===== config.mk =====
export PLATFORM = sky130hd
export DESIGN_NAME = base64_stream_decoder_unit_flat
export DESIGN_NICKNAME = d
export VERILOG_FILES = /design/src/design/b64d_pkg.sv /design/src/design/b64d_ifs.sv /design/src/design/b64d_decode.sv /design/src/design/b64d_byte_fifo.sv /design/src/design/base64_stream_decoder_unit.sv /design/src/flat_wrapper.sv
export SDC_FILE = /design/constraint.sdc
export NUM_CORES = 1
export LEC_CHECK = 0
export ABC_AREA = 1
export ABC_CLOCK_PERIOD_IN_PS = 4500
export BUFFER_PORTS_ARGS = -buffer_cell sky130_fd_sc_hd__clkbuf_2
export CORE_ASPECT_RATIO = 1.5
export CORE_MARGIN = 8
export CORE_UTILIZATION = 35
export CTS_CLUSTER_DIAMETER = 80
export CTS_CLUSTER_SIZE = 25
export DETAILED_ROUTE_END_ITERATION = 12
export GPL_TIMING_DRIVEN = 1
export PLACE_DENSITY = 0.56
export SYNTH_ARGS = -nofsm -noshare
export SYNTH_HDL_FRONTEND = slang
export SYNTH_SLANG_ARGS = --single-unit

===== constraint.sdc =====
create_clock -name i_clk -period 4.5 [get_ports i_clk]
set_clock_uncertainty 0.2 [all_clocks]
set_input_delay 0 -clock i_clk [delete_from_list [all_inputs] [get_ports i_clk]]
set_output_delay 0 -clock i_clk [all_outputs]
set_load 0.01 [all_outputs]

===== src/design/b64d_pkg.sv =====
package b64d_pkg;

    // Output byte queue geometry
    localparam int FIFO_DEPTH = 8;
    localparam int FIFO_AW    = 3;
    localparam int FIFO_LW    = 4;

    // Most bytes a single closing window can produce
    localparam int MAX_GROUP  = 3;

    // Sextet codes of the two symbol characters
    localparam logic [5:0] SXT_PLUS  = 6'd62;
    localparam logic [5:0] SXT_SLASH = 6'd63;

    // Character classes
    localparam logic [7:0] CH_UP_A  = 8'h41;
    localparam logic [7:0] CH_UP_Z  = 8'h5A;
    localparam logic [7:0] CH_LO_A  = 8'h61;
    localparam logic [7:0] CH_LO_Z  = 8'h7A;
    localparam logic [7:0] CH_DIG_0 = 8'h30;
    localparam logic [7:0] CH_DIG_9 = 8'h39;
    localparam logic [7:0] CH_PLUS  = 8'h2B;
    localparam logic [7:0] CH_SLASH = 8'h2F;
    localparam logic [7:0] CH_PAD   = 8'h3D;

    // One decoded sextet; ok clear for characters outside the alphabet
    typedef struct packed {
        logic       ok;
        logic [5:0] val;
    } t_sextet;

    // Bytes released by one closing window, first byte in slot 0
    typedef struct packed {
        logic [1:0]      cnt;
        logic [2:0][7:0] bytes;
    } t_push;

    // Alphabet lookup; '=' counts as a zero sextet
    function automatic t_sextet sextet_of(input logic [7:0] c);
        t_sextet s;
        s.ok  = 1'b1;
        s.val = '0;
        if (c >= CH_UP_A && c <= CH_UP_Z) begin
            s.val = 6'(c - CH_UP_A);
        end else if (c >= CH_LO_A && c <= CH_LO_Z) begin
            s.val = 6'(c - CH_LO_A + 8'd26);
        end else if (c >= CH_DIG_0 && c <= CH_DIG_9) begin
            s.val = 6'(c - CH_DIG_0 + 8'd52);
        end else if (c == CH_PLUS) begin
            s.val = SXT_PLUS;
        end else if (c == CH_SLASH) begin
            s.val = SXT_SLASH;
        end else if (c == CH_PAD) begin
            s.val = '0;
        end else begin
            s.ok = 1'b0;
        end
        return s;
    endfunction

endpackage


===== src/design/b64d_ifs.sv =====
// Character request channel
interface b64d_in_if;
    logic       valid;
    logic       ready;
    logic [7:0] char_code;
    logic       is_final;

    modport source (output valid, output char_code, output is_final, input ready);
    modport sink   (input valid, input char_code, input is_final, output ready);
endinterface

// Decoded byte request channel
interface b64d_out_if;
    logic       valid;
    logic       ready;
    logic [7:0] data_byte;
    logic       run_end;

    modport source (output valid, output data_byte, output run_end, input ready);
    modport sink   (input valid, input data_byte, input run_end, output ready);
endinterface


===== src/design/b64d_decode.sv =====
module b64d_decode
    import b64d_pkg::*;
(
    input  logic       i_clk,
    input  logic       i_rst_n,
    input  logic       i_take,
    input  logic [7:0] i_char,
    input  logic       i_final,
    output t_push      o_push
);

    logic        r_in_vld;
    logic [7:0]  r_char;
    logic        r_final;

    logic [1:0]  r_win_pos;
    logic [2:0]  r_sxt_cnt;
    logic [23:0] r_acc;

    t_sextet     w_sxt;
    logic        w_shift;
    logic        w_close;
    logic [2:0]  n_sxt_cnt;
    logic [23:0] n_acc;
    logic [23:0] w_padded;

    // Input register
    always_ff @(posedge i_clk) begin
        if (!i_rst_n) begin
            r_in_vld <= 1'b0;
        end else begin
            r_in_vld <= i_take;
        end
        if (i_take) begin
            r_char  <= i_char;
            r_final <= i_final;
        end
    end

    // Lookup and shift into the accumulator
    always_comb begin
        w_sxt     = sextet_of(r_char);
        w_shift   = w_sxt.ok && (r_sxt_cnt < 3'd4);
        n_acc     = w_shift ? {r_acc[17:0], w_sxt.val} : r_acc;
        n_sxt_cnt = r_sxt_cnt + {2'b0, w_shift};
        w_close   = r_in_vld && (r_final || r_win_pos == 2'd3);
    end

    // Pad to four sextets
    always_comb begin
        unique case (n_sxt_cnt)
            3'd0:    w_padded = '0;
            3'd1:    w_padded = {n_acc[5:0], 18'b0};
            3'd2:    w_padded = {n_acc[11:0], 12'b0};
            3'd3:    w_padded = {n_acc[17:0], 6'b0};
            default: w_padded = n_acc;
        endcase
    end

    // Bytes released on close: one fewer than the sextets, none below two
    always_comb begin
        o_push.bytes[0] = w_padded[23:16];
        o_push.bytes[1] = w_padded[15:8];
        o_push.bytes[2] = w_padded[7:0];
        if (w_close && n_sxt_cnt >= 3'd2) begin
            o_push.cnt = 2'(n_sxt_cnt - 3'd1);
        end else begin
            o_push.cnt = '0;
        end
    end

    // Window state
    always_ff @(posedge i_clk) begin
        if (!i_rst_n) begin
            r_win_pos <= '0;
            r_sxt_cnt <= '0;
            r_acc     <= '0;
        end else if (w_close) begin
            r_win_pos <= '0;
            r_sxt_cnt <= '0;
            r_acc     <= '0;
        end else if (r_in_vld) begin
            r_win_pos <= r_win_pos + 2'd1;
            r_sxt_cnt <= n_sxt_cnt;
            r_acc     <= n_acc;
        end
    end

endmodule


===== src/design/b64d_byte_fifo.sv =====
module b64d_byte_fifo
    import b64d_pkg::*;
(
    input  logic               i_clk,
    input  logic               i_rst_n,
    input  t_push              i_push,
    input  logic               i_pop,
    output logic               o_room,
    output logic               o_valid,
    output logic [7:0]         o_data,
    output logic               o_last,
    output logic [FIFO_LW-1:0] o_level
);

    logic [8:0]         r_mem [FIFO_DEPTH];
    logic [FIFO_AW-1:0] r_wr;
    logic [FIFO_AW-1:0] r_rd;
    logic [FIFO_LW-1:0] r_level;
    logic               w_pop;
    logic [FIFO_LW-1:0] w_after;

    assign w_pop   = i_pop && (r_level != '0);
    assign o_valid = (r_level != '0);
    assign o_data  = r_mem[r_rd][8:1];
    assign o_last  = r_mem[r_rd][0];
    assign o_level = r_level;

    // Room for a full group beyond what is stored and what is about to land
    assign w_after = r_level + FIFO_LW'(i_push.cnt);
    assign o_room  = (w_after <= FIFO_LW'(FIFO_DEPTH - MAX_GROUP));

    // Group write, run-end flag on the last byte of the group
    always_ff @(posedge i_clk) begin
        for (int k = 0; k < MAX_GROUP; k++) begin
            if (2'(k) < i_push.cnt) begin
                r_mem[r_wr + FIFO_AW'(k)] <= {i_push.bytes[k], (2'(k) == i_push.cnt - 2'd1)};
            end
        end
    end

    // Pointers and fill level
    always_ff @(posedge i_clk) begin
        if (!i_rst_n) begin
            r_wr    <= '0;
            r_rd    <= '0;
            r_level <= '0;
        end else begin
            r_wr    <= r_wr + FIFO_AW'(i_push.cnt);
            r_rd    <= r_rd + FIFO_AW'(w_pop);
            r_level <= r_level + FIFO_LW'(i_push.cnt) - FIFO_LW'(w_pop);
        end
    end

endmodule


===== src/design/base64_stream_decoder_unit.sv =====
// Channel    Dir  Payload                  Request taken when
// i_chr      in   char_code[7:0], is_final valid && ready
// o_byte     out  data_byte[7:0], run_end  valid && ready
//
// One character per cycle while ready is high; a character is registered, looked
// up and shifted in the next cycle, and any bytes of a closing window enter an
// 8-entry byte queue; a byte is valid once written there. Bytes leave one per
// cycle while the receiver is ready; input ready drops while the queue cannot
// hold another full group of three bytes.
// Reset (synchronous, active low) empties the queue and clears the window.
module base64_stream_decoder_unit
    import b64d_pkg::*;
(
    input  logic              i_clk,
    input  logic              i_rst_n,
    b64d_in_if.sink           i_chr,
    b64d_out_if.source        o_byte
);

    logic               w_take;
    logic               w_room;
    logic [FIFO_LW-1:0] w_level;
    t_push              w_push;

    assign w_take      = i_chr.valid && i_chr.ready;
    assign i_chr.ready = w_room;

    // Window accumulation and byte assembly
    b64d_decode u_decode (
        .i_clk   (i_clk),
        .i_rst_n (i_rst_n),
        .i_take  (w_take),
        .i_char  (i_chr.char_code),
        .i_final (i_chr.is_final),
        .o_push  (w_push)
    );

    // Output byte queue
    b64d_byte_fifo u_fifo (
        .i_clk   (i_clk),
        .i_rst_n (i_rst_n),
        .i_push  (w_push),
        .i_pop   (o_byte.ready),
        .o_room  (w_room),
        .o_valid (o_byte.valid),
        .o_data  (o_byte.data_byte),
        .o_last  (o_byte.run_end),
        .o_level (w_level)
    );

    // Queue never holds more than its depth
    a_level_bound: assert property (@(posedge i_clk) disable iff (!i_rst_n)
        w_level <= FIFO_LW'(FIFO_DEPTH))
        else $error("byte queue overfilled");

    // A taken character leaves room for whatever its window releases
    a_room_kept: assert property (@(posedge i_clk) disable iff (!i_rst_n)
        w_take |=> (w_level + FIFO_LW'(w_push.cnt)) <= FIFO_LW'(FIFO_DEPTH))
        else $error("group would not fit in byte queue");

    // Released bytes show up at the output the next cycle
    a_push_visible: assert property (@(posedge i_clk) disable iff (!i_rst_n)
        (w_push.cnt != 2'd0) |=> o_byte.valid)
        else $error("pushed bytes not presented");

endmodule


===== src/flat_wrapper.sv =====
// flat-port wrapper written by rule: the top's interface ports become plain ports
module base64_stream_decoder_unit_flat import b64d_pkg::*;
  (i_clk, i_rst_n, i_chr_valid, i_chr_char_code, i_chr_is_final, i_chr_ready, o_byte_valid, o_byte_data_byte, o_byte_run_end, o_byte_ready);
  b64d_in_if i_chr_i ();
  b64d_out_if o_byte_i ();
  input  logic i_clk;
  input  logic i_rst_n;
  input wire logic [$bits(i_chr_i.valid)-1:0] i_chr_valid;
  input wire logic [$bits(i_chr_i.char_code)-1:0] i_chr_char_code;
  input wire logic [$bits(i_chr_i.is_final)-1:0] i_chr_is_final;
  output wire logic [$bits(i_chr_i.ready)-1:0] i_chr_ready;
  output wire logic [$bits(o_byte_i.valid)-1:0] o_byte_valid;
  output wire logic [$bits(o_byte_i.data_byte)-1:0] o_byte_data_byte;
  output wire logic [$bits(o_byte_i.run_end)-1:0] o_byte_run_end;
  input wire logic [$bits(o_byte_i.ready)-1:0] o_byte_ready;
  assign i_chr_i.valid = i_chr_valid;
  assign i_chr_i.char_code = i_chr_char_code;
  assign i_chr_i.is_final = i_chr_is_final;
  assign i_chr_ready = i_chr_i.ready;
  assign o_byte_valid = o_byte_i.valid;
  assign o_byte_data_byte = o_byte_i.data_byte;
  assign o_byte_run_end = o_byte_i.run_end;
  assign o_byte_i.ready = o_byte_ready;
  base64_stream_decoder_unit u_core (.i_clk(i_clk), .i_rst_n(i_rst_n), .i_chr(i_chr_i), .o_byte(o_byte_i));
endmodule

==> run_results.csv <==
group,metric,value,unit
synth,yosysSeqAreaShare,39.07,%
synth,netlist_area,8274,µm²
clock_network,cts_buffer_depth,2,
worst_hold_path,hold_path_class,"input port to flop",
synth,ys_ff_latch,121,
synth,synth-async-reset-ratio,0,%
grt,grt_usage,20.11,%
layout,fillers,2458,
drt,via_count,8073,
placement,gp_congestion,0.9386,
die,die_h,204.3,µm
clock_network,cts_tree,"done",
grt,grt_first_pass_wirelength,43.45,mm
timing,fmax,236.4,MHz
layout,layout.cells.non_filler,1569,
drt,vias_per_cell,5.145,
die,io_pins,24,
timing,rsz0062_at_grt,"no",
synth,synth_edf_count,81,
synth,synth_cell_types,41,
grt,grt-ovfl-total,0,
die,std_cell_rows,69,
synth,avgSynthCellArea,7.195,µm²
placement,port_buffers,23,
drt,wl,28.15,mm
clock_network,clkLatencyLatePin,0.44,ns
die,die_area,28920,µm²
timing,tightest_slew,1.064,ns
status,status,"finished, final reports clean",
power,p_per_area,525.3,nW/µm²
critical_path,crit_path_max_fanout,12,
critical_path,start_kind,"flop",
clock_network,cts_root_buf,"clkbuf_16",
grt,grt_pass1_vias,7883,
drt,drt_iter0_markers,537,
critical_path,cp.required,4.60,ns
timing,fin_crit_sh,93.99,%
drt,dr.pass1.iters,5,
power,p_leak,0.004504,µW
synth,ys_top_cells_by_area,"edfxtp_1, nand2_1, dfxtp_1",
clock_network,cts-buffers-inserted,17,
drt,wl_per_cell,17.94,µm
layout,drive_gt1_share,17.28,%
synth,synth.largest_area_cell,"edfxtp_1",
timing,finalHoldViolCount,0,
grt,grt_max_degree,44,
placement,dp_cells,1520,
layout,nets,1276,
drt,drtAntennaViolNets,0,
timing,max_slew_margin,29.02,%
critical_path,crit_path_end_kind,"flop",
die,coreArea,23480,µm²
synth,syn_nets,1189,
synth,synthCells,1150,
drt,drcViolationCount,0,
clock_network,numClockSinks,121,
die,start_util,35.24,%
timing,finalSetupViolCount,0,
critical_path,crit_arrival,4.33,ns
placement,dp_slack,0.04822,ns
timing,min_period,4.230,ns
timing,setup_ws,0.2704,ns
die,fp.dieW,141.5,µm
grt,antenna_found_initial,0,
timing,slew_violations,0,
layout,antenna_cells,0,
clock_network,htreeDepth,4,
synth,yosysWarnings,0,
placement,hpwl,21.10,mm
synth,synth_top_cell_area_share,29.40,%
layout,syn2layout_area_growth,20.37,%
timing,fin_tns_setup,0,ns
synth,ys.flop_type,"edfxtp_1",
flow_run,maxCapViolations,0,
clock_network,cts.clk_slew.worst_paths,0.06,ns
power,vdd_ir_drop_max,274.9,µV
critical_path,crit_type,"flop to flop",
-- final timing paths --
| path | start | endpoint | slack (ns) | cells past startpoint |
|---|---|---|---|---|
| max | u_core.u_decode.r_char[0]$_DFFE_PP_ | u_core.u_fifo.r_mem[3][6]$_DFFE_PP_ | 0.27 | 19 |
| min | i_chr_char_code[0] | u_core.u_decode.r_char[0]$_DFFE_PP_ | 0.07 | 2 |
| max reg2reg | u_core.u_decode.r_char[0]$_DFFE_PP_ | u_core.u_fifo.r_mem[3][6]$_DFFE_PP_ | 0.27 | 19 |
| min reg2reg | u_core.u_decode.r_win_pos[1]$_SDFFE_PP0P_ | u_core.u_decode.r_win_pos[1]$_SDFFE_PP0P_ | 0.28 | 2 |
-- where the power goes --
part	internal, µW	switching, µW	leakage (µW)
logic	737	1640	0.00313
registers	1390	57.4	0.00109
clock network	870	540	0.000287
-- state kept, by name, indices dropped and copies added (netlist names) --
| register | flops |
|---|---|
| u_core.u_decode.r_acc | 24 |
| u_core.u_decode.r_char | 8 |
| u_core.u_decode.r_final | 1 |
| u_core.u_decode.r_in_vld | 1 |
| u_core.u_decode.r_sxt_cnt | 3 |
| u_core.u_decode.r_win_pos | 2 |
| u_core.u_fifo.o_level | 4 |
| u_core.u_fifo.r_mem | 72 |
| u_core.u_fifo.r_rd | 3 |
| u_core.u_fifo.r_wr | 3 |
-- cell families after synthesis --
family | count (synthesis) | share of synthesized area, %
xor gates and xnor gates | 12 | 1.361
buffers and inverters | 171 | 8.181
adders and majority gates | 26 | 4.113
and+or+nand+nor | 676 | 37.11
DFF | 121 | 39.07
AOI/OAI and AO/OA | 144 | 10.16
-- stage by stage --
step	hold WS [ns]	utilization (%)	total power (µW)	cell area, µm²
final	0.06955	42.41	5231	9960
after global routing	0.06444	42.41	5564	9960
after CTS	0.05370	41.98	5221	9857
after detailed placement	-0.02089	38.91	3794	9136
after global placement	-0.02180	38.91	3793	9136
after floorplan	-0.1065	-	3036	8310
-- cell usage after synthesis, drive strengths merged, types with 10 or more instances --
| cell | count |
|---|---|
| dfxtp | 40 |
| nand2 | 321 |
| ha | 24 |
| clkbuf | 20 |
| nor3 | 21 |
| a21oi | 34 |
| a31oi | 10 |
| edfxtp | 81 |
| nand4 | 29 |
| o21ai | 65 |
| nor2 | 169 |
| nand3 | 128 |
| buf | 11 |
| o211ai | 21 |
| inv | 136 |
-- metal layers --
metal	GRT usage (%)	routed length, µm	part of all wire (%)	vias up
met5	0	0	0	-
met4	13.48	1582	5.6	0
met3	3.554	1115	4.0	75
met2	37.76	15170	54	238
met1	19.67	10290	37	3780
li1	-	-	-	3980
-- cell type report --
cell class / count / area [µm²] / area share (%)
Timing Repair Buffer: 99 / 728.2 / 7.312
Multi-Input combinational cell: 858 / 4468 / 44.86
Clock buffer: 17 / 425.4 / 4.271
Clock inverter: 15 / 175.2 / 1.759
Inverter: 140 / 530.5 / 5.327
Tap cell: 319 / 399.1 / 4.008
Sequential cell: 121 / 3233 / 32.46
-- worst max-delay path, stage by stage (launching register included) --
cell	delay (ns)
edfxtp_1	0.45
buf_4	0.18
buf_4	0.13
nor2_1	0.19
nand3_1	0.13
nand3_2	0.13
nand2_2	0.08
nand3_2	0.09
nor2_4	0.04
nor2_4	0.08
ha_2	0.19
ha_4	0.13
xnor2_2	0.12
buf_4	0.16
inv_1	0.05
nor2_1	0.74
nand3_1	0.55
nand3_1	0.28
a21oi_1	0.09
nand2_1	0.06
-- cells in the final DEF, fill, tap and decap left out, types with 16 or more instances in the layout --
cell and instances:
nand4_1 26, nor2_1 141, nand3_1 117, inv_1 123, a21oi_1 33, o21ai_0 51, nor3_1 21, nand2_1 296
clkbuf_2 22, o211ai_1 21, nand2_2 21, nor2_2 19, clkbuf_16 17, dfxtp_1 40, edfxtp_1 81, ha_1 16
buf_4 63
-- repair_timing --
| action | 4_1_cts | 5_1_grt |
|---|---|---|
| gates resized for setup | 0 | 22 |
| buffers inserted | 0 | 5 |
| hold endpoints to repair | 29 | 0 |
| hold buffers | 12 | 0 |
| setup endpoints to repair | 0 | 39 |
Note: power is estimated with default switching activity, not from simulation.
